==> src/pie_pkg.sv <==
// ----------------------------------------------------------------------------
// pie_pkg
// Types, constants and fixed-point helpers shared by the particle integrator.
// ----------------------------------------------------------------------------
`default_nettype none

package pie_pkg;

    localparam int DIV_STEPS     = 17;
    localparam int DIV_STAGES    = DIV_STEPS + 1;
    localparam int MOTION_STAGES = 6;
    localparam int ALIGN_STAGES  = DIV_STAGES - MOTION_STAGES;

    localparam logic [16:0] TIME_STEP_RESET = 17'd1092;
    localparam logic [23:0] GRAVITY_RESET   = 24'd642253;
    localparam logic [31:0] ROT_RATE        = 32'd90;
    localparam logic [30:0] MAX_AGE         = 31'h7FFF_FFFF;

    typedef enum logic [0:0] {
        CFG_TIME_STEP = 1'b0,
        CFG_GRAVITY   = 1'b1
    } t_cfg_idx;

    typedef struct packed {
        logic signed [31:0] pos_x;
        logic signed [31:0] pos_y;
        logic signed [31:0] pos_z;
        logic signed [31:0] vel_x;
        logic signed [31:0] vel_y;
        logic signed [31:0] vel_z;
        logic        [30:0] age_in;
        logic        [30:0] lifetime;
        logic        [23:0] drag_coef;
        logic signed [31:0] rotation_in;
        logic               last_particle;
    } t_particle;

    typedef struct packed {
        logic signed [31:0] pos_x;
        logic signed [31:0] pos_y;
        logic signed [31:0] pos_z;
        logic signed [31:0] vel_x;
        logic signed [31:0] vel_y;
        logic signed [31:0] vel_z;
        logic signed [31:0] rotation;
        logic               last;
    } t_motion;

    typedef struct packed {
        logic        dead;
        logic [30:0] new_age;
        logic [16:0] opacity;
    } t_life;

    function automatic logic signed [63:0] rnd16(input logic signed [63:0] p);
        logic signed [63:0] t;
        t = p + 64'sd32768;
        return t >>> 16;
    endfunction

    function automatic logic signed [31:0] sat32(input logic signed [63:0] v);
        logic signed [31:0] res;
        if (v > 64'sd2147483647) begin
            res = 32'sh7FFF_FFFF;
        end else if (v < -64'sd2147483648) begin
            res = 32'sh8000_0000;
        end else begin
            res = v[31:0];
        end
        return res;
    endfunction

endpackage

`default_nettype wire

==> src/pie_div.sv <==
// ----------------------------------------------------------------------------
// pie_div
// Age update and pipelined restoring divider for opacity, one bit per stage.
// ----------------------------------------------------------------------------
`default_nettype none

module pie_div
    import pie_pkg::*;
(
    input  wire logic        i_clk,
    input  wire logic        i_en,
    input  wire logic [16:0] i_dt,
    input  wire logic [30:0] i_age,
    input  wire logic [30:0] i_life,
    output t_life            o_life
);

    logic [31:0] age_sum;
    logic [30:0] new_age;
    logic        dead;
    logic [30:0] remain;
    logic [48:0] numer;

    always_comb begin
        age_sum = 32'(i_age) + 32'(i_dt);
        new_age = (age_sum > 32'(MAX_AGE)) ? MAX_AGE : age_sum[30:0];
        dead    = (new_age >= i_life);
        remain  = dead ? 31'd0 : (i_life - new_age);
        numer   = 49'({remain, 17'd0}) + 49'(i_life);
    end

    logic [31:0]          r_rem  [0:DIV_STEPS];
    logic [DIV_STEPS-1:0] r_low  [0:DIV_STEPS];
    logic [DIV_STEPS-1:0] r_quo  [0:DIV_STEPS];
    logic [31:0]          r_den  [0:DIV_STEPS];
    logic [30:0]          r_age  [0:DIV_STEPS];
    logic                 r_dead [0:DIV_STEPS];

    always_ff @(posedge i_clk) begin
        if (i_en) begin
            r_rem[0]  <= numer[48:17];
            r_low[0]  <= numer[16:0];
            r_quo[0]  <= '0;
            r_den[0]  <= {i_life, 1'b0};
            r_age[0]  <= new_age;
            r_dead[0] <= dead;
        end
    end

    for (genvar k = 0; k < DIV_STEPS; k++) begin : g_step
        logic [32:0] shifted;
        logic        fits;
        assign shifted = {r_rem[k], r_low[k][DIV_STEPS-1]};
        assign fits    = (shifted >= {1'b0, r_den[k]});

        always_ff @(posedge i_clk) begin
            if (i_en) begin
                r_rem[k+1]  <= fits ? 32'(shifted - {1'b0, r_den[k]}) : shifted[31:0];
                r_low[k+1]  <= {r_low[k][DIV_STEPS-2:0], 1'b0};
                r_quo[k+1]  <= {r_quo[k][DIV_STEPS-2:0], fits};
                r_den[k+1]  <= r_den[k];
                r_age[k+1]  <= r_age[k];
                r_dead[k+1] <= r_dead[k];
            end
        end
    end

    assign o_life.dead    = r_dead[DIV_STEPS];
    assign o_life.new_age = r_age[DIV_STEPS];
    assign o_life.opacity = r_quo[DIV_STEPS];

endmodule

`default_nettype wire

==> config.mk <==
export PLATFORM = sky130hd
export DESIGN_NAME = pie_div
export DESIGN_NICKNAME = d
export VERILOG_FILES = /design/src/pie_pkg.sv /design/src/pie_div.sv
export SDC_FILE = /design/constraint.sdc
export NUM_CORES = 2
export LEC_CHECK = 0
export BUFFER_PORTS_ARGS = -buffer_cell sky130_fd_sc_hd__buf_2
export CORE_MARGIN = 2
export CORE_UTILIZATION = 40
export CTS_BUF_LIST = sky130_fd_sc_hd__clkbuf_8 sky130_fd_sc_hd__clkbuf_16
export CTS_CLUSTER_SIZE = 28
export DETAILED_ROUTE_END_ITERATION = 8
export GPL_TIMING_DRIVEN = 0
export PLACE_DENSITY = 0.56
export REMOVE_ABC_BUFFERS = 1
export SKIP_CTS_REPAIR_TIMING = 1
export SKIP_LAST_GASP = 1
export SYNTH_ARGS = -nofsm -noshare
export SYNTH_HDL_FRONTEND = slang
export SYNTH_SLANG_ARGS = --single-unit
==> constraint.sdc <==
create_clock -name i_clk -period 12.45 [get_ports i_clk]
set_clock_uncertainty 0.05 [all_clocks]
set_input_delay 0.6225 -clock i_clk [delete_from_list [all_inputs] [get_ports i_clk]]
set_output_delay 0.6225 -clock i_clk [all_outputs]
set_load 0.03 [all_outputs]
# Word level (Yosys, flattened, before mapping)
# Memories as Yosys holds them, arrays and structs flattened.
# Index checks and enable logic that the tools add are counted.
[totals]
mem_bits_rw = 2340
wordCells = 66
mem_count = 6
regBits = 0
[memory_table]
columns = ["memory", "words", "word_bits", "rd", "rd_clocked_by_memory_dff", "wr", "line_no", "text"]
rows = [
  ["r_den", 18, 32, 17, 0, 18, "pie_div.sv:35", "logic [31:0] r_den [0:DIV_STEPS];"],
  ["r_rem", 18, 32, 17, 0, 18, "pie_div.sv:32", "logic [31:0] r_rem [0:DIV_STEPS];"],
  ["r_age", 18, 31, 18, 0, 18, "pie_div.sv:36", "logic [30:0] r_age [0:DIV_STEPS];"],
  ["r_low", 18, 17, 17, 0, 18, "pie_div.sv:33", "logic [DIV_STEPS-1:0] r_low [0:DIV_STEPS];"],
  ["r_quo", 18, 17, 18, 0, 18, "pie_div.sv:34", "logic [DIV_STEPS-1:0] r_quo [0:DIV_STEPS];"],
  ["r_dead", 18, 1, 18, 0, 18, "pie_div.sv:37", "logic r_dead [0:DIV_STEPS];"],
]
[classes]
order_cmp = 19
muxes = 21
add_sub_neg = 20
[op_table]
columns = ["operator", "n"]
rows = [
  ["$ge A33 B32 Y1", 17],
  ["$mux W32", 17],
  ["$sub A32 B32 Y32", 17],
  ["$mux W31", 2],
  ["$add A48 B31 Y49", 1],
  ["$add A31 B17 Y32", 1],
  ["$gt A32 B31 Y1 const B", 1],
  ["$ge A31 B31 Y1", 1],
  ["$sub A31 B31 Y31", 1],
  ["$mux W1", 2],
]

# Depth between registers and ports, before layout
[depth]
depth_word = 6
ltp_mapped = 44

# Worst setup path before layout
# No wires, ideal clock.
[synth_path]
path_type = "input to register"
start = "input port i_dt[0]"
end = "memory r_rem[0][29], data pin"
arrival_ns = 9.062
stages = 43
path_buffers = 3
setup_slack_ns = 3.078
cell_sequence = "ha_1 fa_1 a21o_1 a21oi_1 o21ai_0 a21oi_1 o21bai_1 a21oi_1 o21bai_1 a2111oi_0 nor3_1 o21a_1 nor2_1 xor2_1 and2_1 ha_1 clkbuf_1 a21oi_1 (+7 left out) o31ai_1 clkbuf_1 buf_1 nor2_1 ha_1 a21o_1 a21oi_1 o21bai_1 a211oi_1 nor3_1 o31ai_1 o21ai_0 nor2_1 nor3_1 nand4b_1 or3_4 or4_4 xnor2_2"
[synth_lines]
columns = ["item", "line_no", "text"]
rows = [
  ["start, declared", "pie_div.sv:12", "input wire logic [16:0] i_dt,"],
  ["end, declared", "pie_div.sv:32", ""],
]

==> impl_metrics.yaml <==
cells_and_area:
  fin_area_mm2: 0.0995
  layout_commonest_cell: "edfxtp_1"
  layout_common_cells: "edfxtp_1 (1784), inv_1 (759), nand2_1 (597), ha_1 (586), o21ai_0 (509)"
  synthToLayoutAreaGrowth_pct: 12.7
  fin_nets: 8137
  drive_gt1_share_pct: 8.61
drt:
  firstDrtPassIters: 5
  viasPerCell: 5.18
  routed_wl_mm: 192
  wl_per_cell_um: 18.3
  num_vias: 54390
  drc: 0
  drt_iter0_markers: 3386
  drtAntennaViolNets: 0
place:
  pre_cts_slack_ps: 1330
  postPlaceCellArea_mm2: 0.0928
  io_buffers: 129
  hpwlAfterDp_mm: 143
  globalplace.congestion: 0.867
sta:
  holdWs_ps: 61.2
  drv_slew: 0
  fin_tns_setup_ps: 0
  worst_pin_slew_ps: 1190
  slew_headroom_pct: 20.3
  setup_viol: 0
  clock.fmax_ghz: 0.0958
  setup_slack_ps: 2010
  rsz0062_at_grt: "false"
  hold_viol: 0
  min_period_ps: 10440
  min_period_over_period_pct: 83.9
floorplanning:
  chipHeight_um: 474
  start_util_pct: 40.2
  die-area_mm2: 0.225
  core_area_mm2: 0.220
  num_io_pins: 130
  rows: 172
  die_w_um: 474
power:
  p_leak_nw: 39.6
  power.density_mw_per_mm2: 242
  pwr-share-comb_pct: 38.1
  seqPwrFrac_pct: 37.7
  p_clk_share_pct: 24.1
  vdd_ir_drop_max_mv: 0.169
  switching_share_pct: 35.1
  power_switching_mw: 8.47
  intPower_mw: 15.7
setup_path:
  crit_fanout: 21
  critPathRequiredTime_ps: 12960
  worstSetupEndpointType: "flip-flop"
  crit_slowest_cell: "a2111oi_0"
  ff2ff_setup_slack_ps: 6140
  max_stage_delay_ps: 780
  cpMostUsedCell: "a21oi_1"
  crit_arrival_ps: 10950
  start_kind: "input pin"
  critPathKind: "in -> reg"
global_routing:
  antenna_found_initial: 2
  grt_pass1_wl_mm: 297
  grt_max_degree: 184
  grt_overflow_total: 0
  grt_pass1_vias: 54050
  grt.total_usage_pct: 16.8
synth:
  synth_top_area_share_pct: 60.7
  synth_edf_count: 1784
  syn_inst: 7193
  postSynth.asyncResetShare_pct: 0
  synth_seq_area_share_pct: 60.7
  synth.avg_cell_area_um2: 12.3
  synth_seq_cells: 1784
  yosys_most_used_dff: "edfxtp_1"
  ys_types: 86
  synth.largest_area_cell: "edfxtp_1"
  ys_warn_count: 0
  synthTopCellsByArea: "edfxtp_1 (61%), ha_1 (8.3%), inv_1 (3.1%), o21ai_0 (2.9%), nand2_1 (2.5%)"
  synth_area_mm2: 0.0883
cts:
  insertion_delay_ps: 840
  cts_tree: "yes"
  cts_buffers: 196
  cts.clk_slew.worst_paths_ps: 60
  cts_root_buf: "clkbuf_16"
  htree_levels: 4
  cts_sinks: 1784
  max-clock-path-buffers: 3
job:
  cap_viol_max_count: 0
min_path:
  holdCritPathClass: "in -> reg"
status:
  status: "complete, no violations"
final timing paths:
kind | depth (start not counted) | to | start
setup / recovery | 40 | r_rem[0][29]$_DFFE_PP_ | i_dt[0]
setup reg to reg | 16 | r_rem[2][9]$_DFFE_PP_ | r_rem[1][0]$_DFFE_PP_
hold / removal | 1 | r_low[0][14]$_DFFE_PP_ | i_life[14]
hold reg to reg | 0 | r_age[2][17]$_DFFE_PP_ | r_age[1][17]$_DFFE_PP_
cell usage after synthesis, types with 66 or more instances:
cell type / number
o31ai_1: 67
nor2b_1: 78
clkbuf_1: 95
nand2_1: 599
mux2_2: 101
nor3_1: 111
o21bai_1: 66
xnor2_1: 225
o21ai_0: 510
nand4_1: 76
xor2_1: 199
nor2_1: 381
nand2b_1: 94
inv_1: 727
nand3_1: 88
a21oi_1: 444
ha_1: 586
o21a_1: 75
a21o_1: 215
edfxtp_1: 1784
flip-flops by register name, summed over array words and instances (netlist names):
name / cells
r_dead: 18
r_age: 558
r_rem: 544
r_low: 136
r_den: 375
r_quo: 153
final cells by class:
class                      count  area (um^2)
fill                       19838       120000
clock inverter               172         1700
sequential                  1784        53600
antenna                        3         7.51
clock buffer                 196         4900
inverter                     728         2730
multi-input combinational   4570        31700
tap                         2871         3590
timing repair buffer         171         1350
cells by family after synthesis:
logic type | synth area share (%)
xor+xnor | 4.24
compound gates | 12.3
flops | 60.7
buf+inv | 3.57
fa+ha+maj | 8.76
mux | 1.49
simple gates | 9.01
power by group through the flow:
stage	Clock, mW	Combinational, mW	Sequential, mW
finish	5.82	9.20	9.11
detailed placement	0	9.18	9.24
global route	6.25	10.3	9.24
CTS	6.04	9.24	9.13
floorplan	0	6.78	8.93
global placement	0	8.97	9.58
critical path, delay by kind of cell:
kind,cells,cell delay (ps)
AO/OA/AOI/OAI,19,4490
AND/OR/NAND/NOR,13,3720
adder cells (fa/ha/maj),4,1230
buffers and inverters,2,370
multiplexers,1,360
XOR/XNOR,1,140
per-layer routing:
layer  global-route usage [%]  share of wire (%)  wire [um]  vias to the layer above
met5                        0                  0          0                        -
met4                     7.81                5.0       9520                        0
met3                     2.27                3.0       5850                      409
met2                     31.0                 52      98800                      925
met1                     19.2                 40      77600                    26059
li1                         -                  -          -                    26997
per-stage QoR:
| stage | total power [mW] | std cells | utilization, % |
|---|---|---|---|
| floorplan | 15.7 | 7082 | - |
| global placement | 18.5 | 10082 | 42.0 |
| detailed placement | 18.4 | 10115 | 42.3 |
| CTS | 24.4 | 10483 | 45.3 |
| global route | 25.8 | 10493 | 45.3 |
| finish | 24.1 | 10495 | 45.3 |
(Power assumes the default switching activity.)
